[src/rtl/core/well512_pkg.sv]
package well512_pkg;

  // pool geometry and beat widths
  localparam int unsigned POOL_DEPTH  = 16;
  localparam int unsigned SLOT_W      = 4;
  localparam int unsigned OP_W        = 3;
  localparam int unsigned IN_TDATA_W  = 104;
  localparam int unsigned OUT_TDATA_W = 104;

  // seeding and tempering constants
  localparam logic [31:0] DEFAULT_SEED = 32'h5ee3_9c34;
  localparam logic [31:0] SEED_XOR     = 32'hf68a_9fc1;
  localparam logic [31:0] SEED_MUL     = 32'h6c07_8965;
  localparam logic [31:0] TEMPER_MASK  = 32'hda44_2d20;

  // last pool slot written by the seeding chain
  localparam logic [SLOT_W-1:0] SEED_LAST = SLOT_W'(POOL_DEPTH - 1);

  // operation codes carried on tuser
  typedef enum logic [OP_W-1:0] {
    OP_NEXT   = 3'd0,
    OP_RESEED = 3'd1,
    OP_WRITE  = 3'd2,
    OP_SETPOS = 3'd3,
    OP_READ   = 3'd4
  } op_t;

  // datapath micro-operations
  typedef enum logic [3:0] {
    DP_NOP,
    DP_CAPTURE,
    DP_RD_A,
    DP_RD_B,
    DP_MIX,
    DP_WR_NEW,
    DP_SCALE,
    DP_SEED_FIRST,
    DP_SEED_STEP,
    DP_WR_SLOT,
    DP_SET_POS,
    DP_RD_SLOT
  } dp_op_t;

  // command bundle from controller to datapath
  typedef struct packed {
    dp_op_t             op;
    logic               use_default;
    logic [SLOT_W-1:0]  step;
    logic               load_out;
  } dp_cmd_t;

  // controller states
  typedef enum logic [3:0] {
    ST_BOOT_FIRST,
    ST_BOOT_STEP,
    ST_IDLE,
    ST_SEED_FIRST,
    ST_SEED_STEP,
    ST_NX_RD_A,
    ST_NX_RD_B,
    ST_NX_MIX,
    ST_NX_WR,
    ST_NX_SCALE,
    ST_WRITE,
    ST_SETPOS,
    ST_READ,
    ST_DONE
  } state_t;

endpackage

[src/rtl/core/well512_random_generator.sv]
// WELL512a random generator with exact ranged scaling.
// Input beats carry the operation on s_tuser (0 next number, 1 reseed,
// 2 write pool word, 3 set position, 4 read pool word) and the operands on
// s_tdata. Every input beat gives exactly one result beat on m_tdata with
// the raw number, the ranged number, the read word and the position.
// Items are handled one at a time by a controller sequencing a datapath
// around a 16-word pool memory with one write and two read ports.
// Steps per item, from accept to result beat: next number makes two pool
// reads, then mix, write-back, 32x33 multiply and scale; write, set and read
// one datapath step each; reseed seeds word 0, then one multiply per further
// pool word; unused codes go straight to the result. Pool ports set the steps.
// After reset the block seeds the whole pool from the default seed with
// s_tready low; the position resets to zero.
// A finished result sits in the output register; while the receiver stalls
// the next beat may still be accepted, but its result waits until the
// output register is taken.
module well512_random_generator (
  input  logic         clk,
  input  logic         rst,
  input  logic         s_tvalid,
  output logic         s_tready,
  // opcode[2:0]
  input  logic [2:0]   s_tuser,
  // word_value[31:0], word_slot[35:32], range_low[67:36], range_high[99:68]
  input  logic [103:0] s_tdata,
  output logic         m_tvalid,
  input  logic         m_tready,
  // raw_number[31:0], ranged_number[63:32], read_word[95:64],
  // read_position[99:96]
  output logic [103:0] m_tdata
);
  import well512_pkg::*;

  dp_cmd_t cmd;

  // sequencer
  well512_ctrl u_ctrl (
    .clk      (clk),
    .rst      (rst),
    .s_tvalid (s_tvalid),
    .opcode   (s_tuser),
    .s_tready (s_tready),
    .m_tready (m_tready),
    .m_tvalid (m_tvalid),
    .cmd      (cmd)
  );

  // pool, mixing and scaling
  well512_dp u_dp (
    .clk      (clk),
    .rst      (rst),
    .cmd      (cmd),
    .in_data  (s_tdata),
    .in_user  (s_tuser),
    .out_data (m_tdata)
  );

  // an accepted beat closes the input until its result is formed
  a_accept_closes: assert property (@(posedge clk) disable iff (rst)
    s_tvalid && s_tready |=> !s_tready)
    else $error("input stayed open after accept");

  // no datapath work other than capture while waiting for input
  a_idle_quiet: assert property (@(posedge clk) disable iff (rst)
    s_tready |-> (cmd.op == DP_NOP || cmd.op == DP_CAPTURE))
    else $error("datapath busy while idle");

  // a result is only loaded when the output register is free
  a_load_free: assert property (@(posedge clk) disable iff (rst)
    cmd.load_out |-> (!m_tvalid || m_tready))
    else $error("result overwritten before taken");

  // the seeding pass after reset holds off input
  a_boot_closed: assert property (@(posedge clk) disable iff (rst)
    $past(rst) |-> !s_tready)
    else $error("input open during seeding pass");

endmodule

[src/rtl/core/well512_dp.sv]
module well512_dp (
  input  logic                                  clk,
  input  logic                                  rst,
  input  well512_pkg::dp_cmd_t                  cmd,
  input  logic [well512_pkg::IN_TDATA_W-1:0]    in_data,
  input  logic [well512_pkg::OP_W-1:0]          in_user,
  output logic [well512_pkg::OUT_TDATA_W-1:0]   out_data
);
  import well512_pkg::*;

  // pool memory, one write port and two registered read ports
  logic [31:0]       mem [POOL_DEPTH];
  logic [31:0]       rd0;
  logic [31:0]       rd1;
  logic              we;
  logic [SLOT_W-1:0] waddr;
  logic [31:0]       wdata;
  logic              rd_en;
  logic [SLOT_W-1:0] raddr0;
  logic [SLOT_W-1:0] raddr1;

  // captured beat
  op_t               op_q;
  logic [31:0]       val_q;
  logic [SLOT_W-1:0] slot_q;
  logic [31:0]       lo_q;
  logic [32:0]       span_q;
  logic              span_ok_q;

  // generator state and intermediates
  logic [SLOT_W-1:0] pos;
  logic [31:0]       b_q;
  logic [31:0]       raw_q;
  logic [63:0]       prod_q;
  logic [31:0]       ranged_q;
  logic [31:0]       seed_prev;

  // output payload registers
  logic [31:0]       out_raw;
  logic [31:0]       out_ranged;
  logic [31:0]       out_word;
  logic [SLOT_W-1:0] out_pos;

  // combinational helpers
  logic [31:0] lo_in;
  logic [31:0] hi_in;
  logic [33:0] span_in;
  logic [31:0] seed_word;
  logic [31:0] seed_mix;
  logic [31:0] step_word;
  logic [31:0] b_new;
  logic [31:0] c_mix;
  logic [31:0] a_mix;
  logic [31:0] d_mix;
  logic [31:0] new_word;

  // span at 34 bits signed, positive when high >= low
  assign lo_in   = in_data[67:36];
  assign hi_in   = in_data[99:68];
  assign span_in = {{2{hi_in[31]}}, hi_in} - {{2{lo_in[31]}}, lo_in} + 34'd1;

  // seeding chain terms
  assign seed_word = (cmd.use_default ? DEFAULT_SEED : val_q) ^ SEED_XOR;
  assign seed_mix  = seed_prev ^ (seed_prev >> 30);
  assign step_word = 32'(SEED_MUL * seed_mix) + {28'd0, cmd.step};

  // well512 mixing terms
  assign b_new    = rd0 ^ rd1 ^ (rd0 << 16) ^ (rd1 << 15);
  assign c_mix    = rd0 ^ (rd0 >> 11);
  assign a_mix    = b_q ^ c_mix;
  assign d_mix    = a_mix ^ ((a_mix << 5) & TEMPER_MASK);
  assign new_word = rd1 ^ b_q ^ d_mix ^ (rd1 << 2) ^ (b_q << 18) ^ (c_mix << 28);

  // write port select
  always_comb begin
    we    = 1'b0;
    waddr = pos;
    wdata = val_q;
    unique case (cmd.op)
      DP_SEED_FIRST: begin
        we    = 1'b1;
        waddr = '0;
        wdata = seed_word;
      end
      DP_SEED_STEP: begin
        we    = 1'b1;
        waddr = cmd.step;
        wdata = step_word;
      end
      DP_MIX: begin
        we    = 1'b1;
        waddr = pos;
        wdata = a_mix;
      end
      DP_WR_NEW: begin
        we    = 1'b1;
        waddr = pos;
        wdata = raw_q;
      end
      DP_WR_SLOT: begin
        we    = 1'b1;
        waddr = slot_q;
        wdata = val_q;
      end
      default: ;
    endcase
  end

  // read port select
  always_comb begin
    rd_en  = 1'b0;
    raddr0 = pos;
    raddr1 = pos;
    unique case (cmd.op)
      DP_RD_A: begin
        rd_en  = 1'b1;
        raddr0 = pos;
        raddr1 = pos + SLOT_W'(13);
      end
      DP_RD_B: begin
        rd_en  = 1'b1;
        raddr0 = pos + SLOT_W'(9);
        raddr1 = pos + SLOT_W'(15);
      end
      DP_RD_SLOT: begin
        rd_en  = 1'b1;
        raddr0 = slot_q;
        raddr1 = slot_q;
      end
      default: ;
    endcase
  end

  // pool memory
  always_ff @(posedge clk) begin
    if (we) begin
      mem[waddr] <= wdata;
    end
    if (rd_en) begin
      rd0 <= mem[raddr0];
      rd1 <= mem[raddr1];
    end
  end

  // position register
  always_ff @(posedge clk) begin
    if (rst) begin
      pos <= '0;
    end else if (cmd.op == DP_SET_POS) begin
      pos <= slot_q;
    end else if (cmd.op == DP_MIX) begin
      pos <= pos - SLOT_W'(1);
    end
  end

  // beat capture and arithmetic pipeline
  always_ff @(posedge clk) begin
    if (cmd.op == DP_CAPTURE) begin
      op_q      <= op_t'(in_user);
      val_q     <= in_data[31:0];
      slot_q    <= in_data[35:32];
      lo_q      <= lo_in;
      span_q    <= span_in[32:0];
      span_ok_q <= !span_in[33] && (span_in != 34'd0);
    end
    if (cmd.op == DP_SEED_FIRST) begin
      seed_prev <= seed_word;
    end
    if (cmd.op == DP_SEED_STEP) begin
      seed_prev <= step_word;
    end
    if (cmd.op == DP_RD_B) begin
      b_q <= b_new;
    end
    if (cmd.op == DP_MIX) begin
      raw_q <= new_word;
    end
    if (cmd.op == DP_WR_NEW) begin
      prod_q <= {32'd0, raw_q} * {31'd0, span_q};
    end
    if (cmd.op == DP_SCALE) begin
      ranged_q <= span_ok_q ? (lo_q + prod_q[63:32]) : lo_q;
    end
  end

  // result beat register
  always_ff @(posedge clk) begin
    if (cmd.load_out) begin
      out_raw    <= (op_q == OP_NEXT) ? raw_q : 32'd0;
      out_ranged <= (op_q == OP_NEXT) ? ranged_q : 32'd0;
      out_word   <= (op_q == OP_READ) ? rd0 : 32'd0;
      out_pos    <= pos;
    end
  end

  assign out_data = {4'd0, out_pos, out_word, out_ranged, out_raw};

endmodule

[src/rtl/core/well512_ctrl.sv]
module well512_ctrl (
  input  logic                           clk,
  input  logic                           rst,
  input  logic                           s_tvalid,
  input  logic [well512_pkg::OP_W-1:0]   opcode,
  output logic                           s_tready,
  input  logic                           m_tready,
  output logic                           m_tvalid,
  output well512_pkg::dp_cmd_t           cmd
);
  import well512_pkg::*;

  state_t            state;
  state_t            state_next;
  logic [SLOT_W-1:0] cnt;
  logic [SLOT_W-1:0] cnt_next;

  // state and step counter
  always_ff @(posedge clk) begin
    if (rst) begin
      state <= ST_BOOT_FIRST;
      cnt   <= '0;
    end else begin
      state <= state_next;
      cnt   <= cnt_next;
    end
  end

  // next state and commands
  always_comb begin
    state_next      = state;
    cnt_next        = cnt;
    cmd.op          = DP_NOP;
    cmd.use_default = 1'b0;
    cmd.step        = cnt;
    cmd.load_out    = 1'b0;
    unique case (state)
      ST_BOOT_FIRST: begin
        cmd.op          = DP_SEED_FIRST;
        cmd.use_default = 1'b1;
        cnt_next        = SLOT_W'(1);
        state_next      = ST_BOOT_STEP;
      end
      ST_BOOT_STEP: begin
        cmd.op   = DP_SEED_STEP;
        cnt_next = cnt + SLOT_W'(1);
        if (cnt == SEED_LAST) begin
          state_next = ST_IDLE;
        end
      end
      ST_IDLE: begin
        if (s_tvalid) begin
          cmd.op = DP_CAPTURE;
          unique case (op_t'(opcode))
            OP_NEXT:   state_next = ST_NX_RD_A;
            OP_RESEED: state_next = ST_SEED_FIRST;
            OP_WRITE:  state_next = ST_WRITE;
            OP_SETPOS: state_next = ST_SETPOS;
            OP_READ:   state_next = ST_READ;
            default:   state_next = ST_DONE;
          endcase
        end
      end
      ST_SEED_FIRST: begin
        cmd.op     = DP_SEED_FIRST;
        cnt_next   = SLOT_W'(1);
        state_next = ST_SEED_STEP;
      end
      ST_SEED_STEP: begin
        cmd.op   = DP_SEED_STEP;
        cnt_next = cnt + SLOT_W'(1);
        if (cnt == SEED_LAST) begin
          state_next = ST_DONE;
        end
      end
      ST_NX_RD_A: begin
        cmd.op     = DP_RD_A;
        state_next = ST_NX_RD_B;
      end
      ST_NX_RD_B: begin
        cmd.op     = DP_RD_B;
        state_next = ST_NX_MIX;
      end
      ST_NX_MIX: begin
        cmd.op     = DP_MIX;
        state_next = ST_NX_WR;
      end
      ST_NX_WR: begin
        cmd.op     = DP_WR_NEW;
        state_next = ST_NX_SCALE;
      end
      ST_NX_SCALE: begin
        cmd.op     = DP_SCALE;
        state_next = ST_DONE;
      end
      ST_WRITE: begin
        cmd.op     = DP_WR_SLOT;
        state_next = ST_DONE;
      end
      ST_SETPOS: begin
        cmd.op     = DP_SET_POS;
        state_next = ST_DONE;
      end
      ST_READ: begin
        cmd.op     = DP_RD_SLOT;
        state_next = ST_DONE;
      end
      ST_DONE: begin
        if (!m_tvalid || m_tready) begin
          cmd.load_out = 1'b1;
          state_next   = ST_IDLE;
        end
      end
      default: state_next = ST_IDLE;
    endcase
  end

  assign s_tready = (state == ST_IDLE);

  // result beat valid
  always_ff @(posedge clk) begin
    if (rst) begin
      m_tvalid <= 1'b0;
    end else if (cmd.load_out) begin
      m_tvalid <= 1'b1;
    end else if (m_tready) begin
      m_tvalid <= 1'b0;
    end
  end

endmodule

[config.mk]
export PLATFORM = sky130hd
export DESIGN_NAME = well512_random_generator
export DESIGN_NICKNAME = d
export VERILOG_FILES = /design/src/rtl/core/well512_pkg.sv /design/src/rtl/core/well512_random_generator.sv /design/src/rtl/core/well512_dp.sv /design/src/rtl/core/well512_ctrl.sv
export SDC_FILE = /design/constraint.sdc
export NUM_CORES = 2
export LEC_CHECK = 0
export BUFFER_PORTS_ARGS = -buffer_cell sky130_fd_sc_hd__buf_4
export CORE_UTILIZATION = 51
export DETAILED_ROUTE_END_ITERATION = 6
export GPL_TIMING_DRIVEN = 0
export HOLD_SLACK_MARGIN = 0.03
export PLACE_DENSITY = 0.71
export SLEW_MARGIN = 15
export SYNTH_ARGS = -nofsm -noshare
export SYNTH_HDL_FRONTEND = slang
export SYNTH_HIERARCHICAL = 1
export SYNTH_SLANG_ARGS = --single-unit
[constraint.sdc]
create_clock -name clk -period 14.4 [get_ports clk]
set_input_delay 0.72 -clock clk [delete_from_list [all_inputs] [get_ports clk]]
set_output_delay 0.72 -clock clk [all_outputs]
set_load 0.005 [all_outputs]
==> After elaboration in Yosys (flattened, before gate mapping) <==
Memory sizes are Yosys's and may differ from the RTL's. A register that Yosys moved wholly into a read port is not among the register bits.
Index checks and enable logic that the tools add are counted.
{ "classes": {"n_reduce_logical": 18, "multipliers": 2, "addsub": 9, "bitwise_logic": 13, "eq_ne": 34, "mux": 28} }
{ "ops": {"columns": ["cell", "count"], "rows": [
  ["$xor A32 B32 Y32", 10],
  ["$mux W32", 4],
  ["$pmux W32 S4", 1],
  ["$pmux W4 S11", 2],
  ["$mul A32 B33 Y64", 1],
  ["$eq A4 B4 Y1 const B", 11],
  ["$add A34 B1 Y34 const B", 1],
  ["$reduce_bool A34 Y1", 1],
  ["$sub A32 B32 Y33", 1],
  ["$add A32 B32 Y32", 1],
  ["$add A32 B4 Y32", 1],
  ["$eq A4 B3 Y1 const B", 8],
  ["$mul A31 B32 Y32 const A", 1],
  ["$xor A32 B2 Y32", 1],
  ["$xor A32 B21 Y32", 1],
  ["$mux W4", 6],
  ["$pmux W4 S3", 2],
  ["$pmux W4 S5", 1],
  ["$not A18 Y18", 1],
  ["$eq A4 B2 Y1 const B", 4],
  ["$pmux W4 S2", 2],
  ["$add A4 B4 Y4 const B", 3],
  ["$mux W1", 10],
  ["$eq A4 B1 Y1 const B", 2],
  ["other kinds (18)", 28]
]} }
{ "word_totals": {"inputBits": 111, "ramBits": 512, "regBits": 410, "out_inout_bits": 106, "wordCells": 124, "mem_count": 1} }
{ "mem_list": {"columns": ["name", "depth", "word_bits", "read_ports", "rd_ports_with_merged_regs", "wr", "line_no", "text"], "rows": [
  ["u_dp.mem", 16, 32, 2, 2, 1, "well512_dp.sv:12", "logic [31:0] mem [POOL_DEPTH];"]
]} }

==> Logic depth before layout (Yosys ltp) <==
{ "depth": {"ltp_word": 8, "ltp_mapped": 29, "depth_no_buf": 27} }

==> By module <==
The synthesis kept the hierarchy.
{ "modules_own_cells": {"columns": ["mod", "instances", "cells_per_inst", "seq_area_each_um2", "area_each_um2"], "rows": [
  ["well512_dp", 1, 8259, 28337.2, 86450.4],
  ["well512_ctrl", 1, 99, 180.2, 721.9]
]} }

==> Worst setup path before layout <==
Ideal clock, no wire load.
{ "synth_path": {"path_type": "reg2reg", "startpoint": "register u_ctrl.state[3]", "endpoint": "register u_dp.lo_q[0], enable pin", "stages_incl_launch_ff": 9, "setup_time_ns": 0.697, "arrival_ns": 8.766, "path_slack_ns": 4.937, "n_path_buf": 4, "required_ns": 13.703, "synth_period_minus_slack_ns": 9.463, "path_cell_list": "dfxtp_1 -> clkbuf_1 -> clkbuf_1 -> nor2_1 -> a21oi_1 -> o21ai_0 -> clkbuf_1 -> clkbuf_1 -> nor3_1"} }
{ "synth_lines": {"columns": ["item", "line_no", "text"], "rows": [
  ["from (decl)", "well512_ctrl.sv:13", "state_t state;"],
  ["from (signal assigned)", "well512_ctrl.sv:24", "state <= state_next;"],
  ["to (signal assigned)", "well512_dp.sv:162", "lo_q <= lo_in;"],
  ["to (decl)", "well512_dp.sv:26", "logic [31:0] lo_q;"]
]} }

==> Worst setup path after layout <==
{ "layout_path": {"startpoint": "register u_dp.raw_q[2]", "endpoint": "register u_dp.prod_q[63], data pin"} }
{ "layout_via": {"elab_chain_cells": 1} }
{ "layout_rtl": {"columns": ["item", "line_no", "text"], "rows": [
  ["from (decl)", "well512_dp.sv:33", "logic [31:0] raw_q;"],
  ["from (signal assigned)", "well512_dp.sv:176", "raw_q <= new_word;"],
  ["$mul A32 B33 Y64", "well512_dp.sv:179", "prod_q <= {32'd0, raw_q} * {31'd0, span_q};"],
  ["to (signal assigned)", "well512_dp.sv:179", null],
  ["to (decl)", "well512_dp.sv:34", "logic [63:0] prod_q;"]
]} }
No other way between the ends.
A chain may end at the register's enable or synchronous reset.

==> impl_metrics.tcl <==
set metrics [dict create \
    viasPerCell 6.198 \
    design_area_um2 96450 \
    drt_iter0_markers 8886 \
    maxCapViolations 0 \
    dr_total_vias 68546 \
    drive_above_1_share 0.06209 \
    max_slew_margin 0.07614 \
    worst-path-stages 26 \
    cts_buffers 104 \
    io-pin-count 217 \
    finalCritPeriodShare 0.7810 \
    ff2ff_path_depth 26 \
    grt_pass1_wl_um 456300 \
    crit_path_frequent_cell "fa_1" \
    antenna_found_initial 34 \
    worst_hold_slack_ps 138.3 \
    slowest_stage "clkbuf_1" \
    status "complete, but fails checks" \
    die_y_um 415.4 \
    synth-edff-count 941 \
    crit_family "adder cells" \
    slowest_delay_ps 940 \
    postCtsHoldBufs 0 \
    ys.flop_type "edfxtp_1" \
    wl_per_cell_um 28.32 \
    drt-pass1-iter-count 7 \
    ys_ff_latch 954 \
    drv_slew 0 \
    syn_avg_cell_area_um2 10.43 \
    fin_crit_ps 11250 \
    clock_latency_ps 780 \
    arrival_ps 11820 \
    cts-root-buf "clkbuf_16" \
    required_ps 14970 \
    worstMarginPinSlew_ps 1386 \
    cts_setup_buffers 0 \
    crit_buf_inv 5 \
    finalClockSkew_ps 70.78 \
    place_area_um2 92940 \
    cts_tree "done" \
    die_w_um 415.4 \
    gr-total-overflow 0 \
    setup.worst_path.end_class "register" \
    rows 151 \
    critPathMaxFanout 10 \
    finalHoldViolCount 0 \
    syn-cell-area_um2 87170 \
    gp_congestion 1.076 \
    fmax_ghz 0.08891 \
    start_util 0.5144 \
    setup_tns_ps 0 \
    stdcell_count 11060 \
    holdPathStages 1 \
    violations "DRC" \
    cts_resized 0 \
    htreeDepth 3 \
    clock_path_buffers 3 \
    largest_register_ff_count 512 \
    synth.distinct_cells 91 \
    ys_warn_count 6 \
    synth_seq_area_share 0.3271 \
    fin_nets 10495 \
    largest_register "u_dp/mem" \
    syn_to_final_growth_pct 10.65 \
    grt_max_degree 42 \
    fp.coreArea_um2 169500 \
    worst-setup-path-type "reg -> reg" \
    final-setup-viol-count 0 \
    wl_um 313200 \
    async_flop_share 0 \
    synthCells 8358 \
    drt.antenna.violating_nets 0 \
    placedCellCount 10850 \
    grtUsageTotal 0.3633 \
    design.die.area_um2 172600 \
    cts.clk_slew.worst_paths_ps 60 \
    cp-start-kind "register" \
    drc_errors 15 \
    worstHoldPathType "in -> reg" \
    grt_pass1_vias 70892 \
    rsz0062_at_grt "false" \
    reg_top3 "u_dp/mem: 512 flops, u_dp/span_q: 33 flops" \
    hpwl_um 246100 \
    port_buffers 208 \
    numClockSinks 954 \
]
final cells by class:
type / count / area [um2]
sequential: 954 / 28520
antenna: 16 / 40.04
fill: 14280 / 73020
inverter: 1235 / 4636
buffer: 519 / 1979
multi-input combinational: 5653 / 52450
clock inverter: 65 / 729.5
timing repair buffer: 272 / 2587
clock buffer: 128 / 2735
tap: 2218 / 2775
final timing paths:
check / startpoint / end / slack (ps)
worst max-delay path: u_dp/raw_q[2]$_DFFE_PP_ / u_dp/prod_q[63]$_DFFE_PN_ / 3150
worst min-delay path: s_tdata[0] / u_dp/val_q[0]$_DFFE_PN_ / 140
worst min register to register: u_dp/ranged_q[20]$_DFFE_PN_ / u_dp/out_ranged[20]$_SDFFCE_PP0P_ / 520
worst max register to register: u_dp/raw_q[2]$_DFFE_PP_ / u_dp/prod_q[63]$_DFFE_PN_ / 3150
per-stage QoR:
step | setup WS, ps | util
2_1_floorplan | 4937 | -
3_3_place_gp | 524.6 | 0.5400
3_5_place_dp | 3469 | 0.5484
4_1_cts | 3445 | 0.5688
5_1_grt | 3103 | 0.5689
6_report | 3153 | 0.5691
logic make-up (layout without fill, tap and decap cells):
group | count (synthesis) | count (layout) | synth area share
muxes | 25 | 25 | 0.003201
and+or+nand+nor | 2432 | 2432 | 0.1354
xor gates and xnor gates | 330 | 330 | 0.03316
DFF | 954 | 954 | 0.3271
buffers and inverters | 1754 | 2219 | 0.07574
adders and majority gates | 1645 | 1645 | 0.3288
other | 1 | 20 | 0.00004302
AOI/OAI and AO/OA | 1217 | 1217 | 0.09660
routing by layer:
metal | GRT usage | vias to the layer above | part of all wire
met4 | 0.2669 | 18 | 0.090
met5 | 0 | - | 0.00032
met1 | 0.4311 | 33840 | 0.34
met3 | 0.09896 | 1346 | 0.12
met2 | 0.5683 | 4888 | 0.45
li1 | - | 28454 | -
Yosys cell counts, types with 11 or more instances:
master       n  area share
a21oi_1    240       0.014
o22ai_1     14      0.0010
or2_2       15      0.0011
nand2_1   1202       0.052
fa_1      1076        0.25
nor3_1      53      0.0030
o211ai_1    21      0.0018
nand3_1     44      0.0025
o21ai_0     94      0.0054
ha_1       569       0.082
nor2b_1     18      0.0013
edfxtp_1   941        0.32
and2_1     707       0.051
buf_1       11     0.00047
a31oi_1    162       0.012
clkbuf_1   501       0.022
a21o_1      62      0.0053
a311oi_1   134       0.013
xnor2_1    233       0.023
or3_1       19      0.0014
mux2_2      23      0.0030
a211oi_1   338       0.029
o21a_1      25      0.0022
a222oi_1    12      0.0014
nand2b_1    27      0.0019
o31ai_1     14      0.0012
xor2_1      97      0.0097
nor2_1     150      0.0065
and3_1     142       0.010
dfxtp_1     13      0.0030
inv_1     1234       0.053
worst register-to-register path, cell delays in order, from the launching register on:
cell and delay (ps):
edfxtp_1 340, clkbuf_1 940, clkbuf_1 740, nand2_1 190, fa_1 600, inv_1 60, fa_1 490, inv_1 50
fa_1 470, fa_1 550, inv_1 60, fa_1 490, fa_1 600, fa_1 460, fa_1 470, ha_1 330
a21o_1 200, a21oi_1 500, o21ai_0 290, o211a_1 290, a21oi_1 620, a31oi_1 360, a31oi_1 650, o31ai_1 290
or4_1 520, a2111o_1 400, o211ai_1 140
placed cells by master, fill, tap and decap left out, drive strengths merged, types with 14 or more instances in the layout:
| master | instances |
|---|---|
| buf | 289 |
| nand2b | 27 |
| fa | 1076 |
| or2 | 15 |
| and2 | 710 |
| clkbuf | 630 |
| a21oi | 242 |
| o21a | 25 |
| a31oi | 162 |
| nor3 | 53 |
| nor2b | 18 |
| a211oi | 338 |
| and3 | 142 |
| ha | 569 |
| nor2 | 150 |
| edfxtp | 941 |
| o21ai | 100 |
| inv | 1238 |
| clkinv | 46 |
| mux2 | 23 |
| or3 | 19 |
| o211ai | 21 |
| diode | 16 |
| o22ai | 14 |
| a21o | 62 |
| nand2 | 1202 |
| a311oi | 134 |
| xnor2 | 233 |
| o31ai | 14 |
| nand3 | 44 |
| xor2 | 97 |
Power is left out: the tool's default activity adds up to more than one toggle a clock period on the data nets, which glitch-free logic cannot reach.
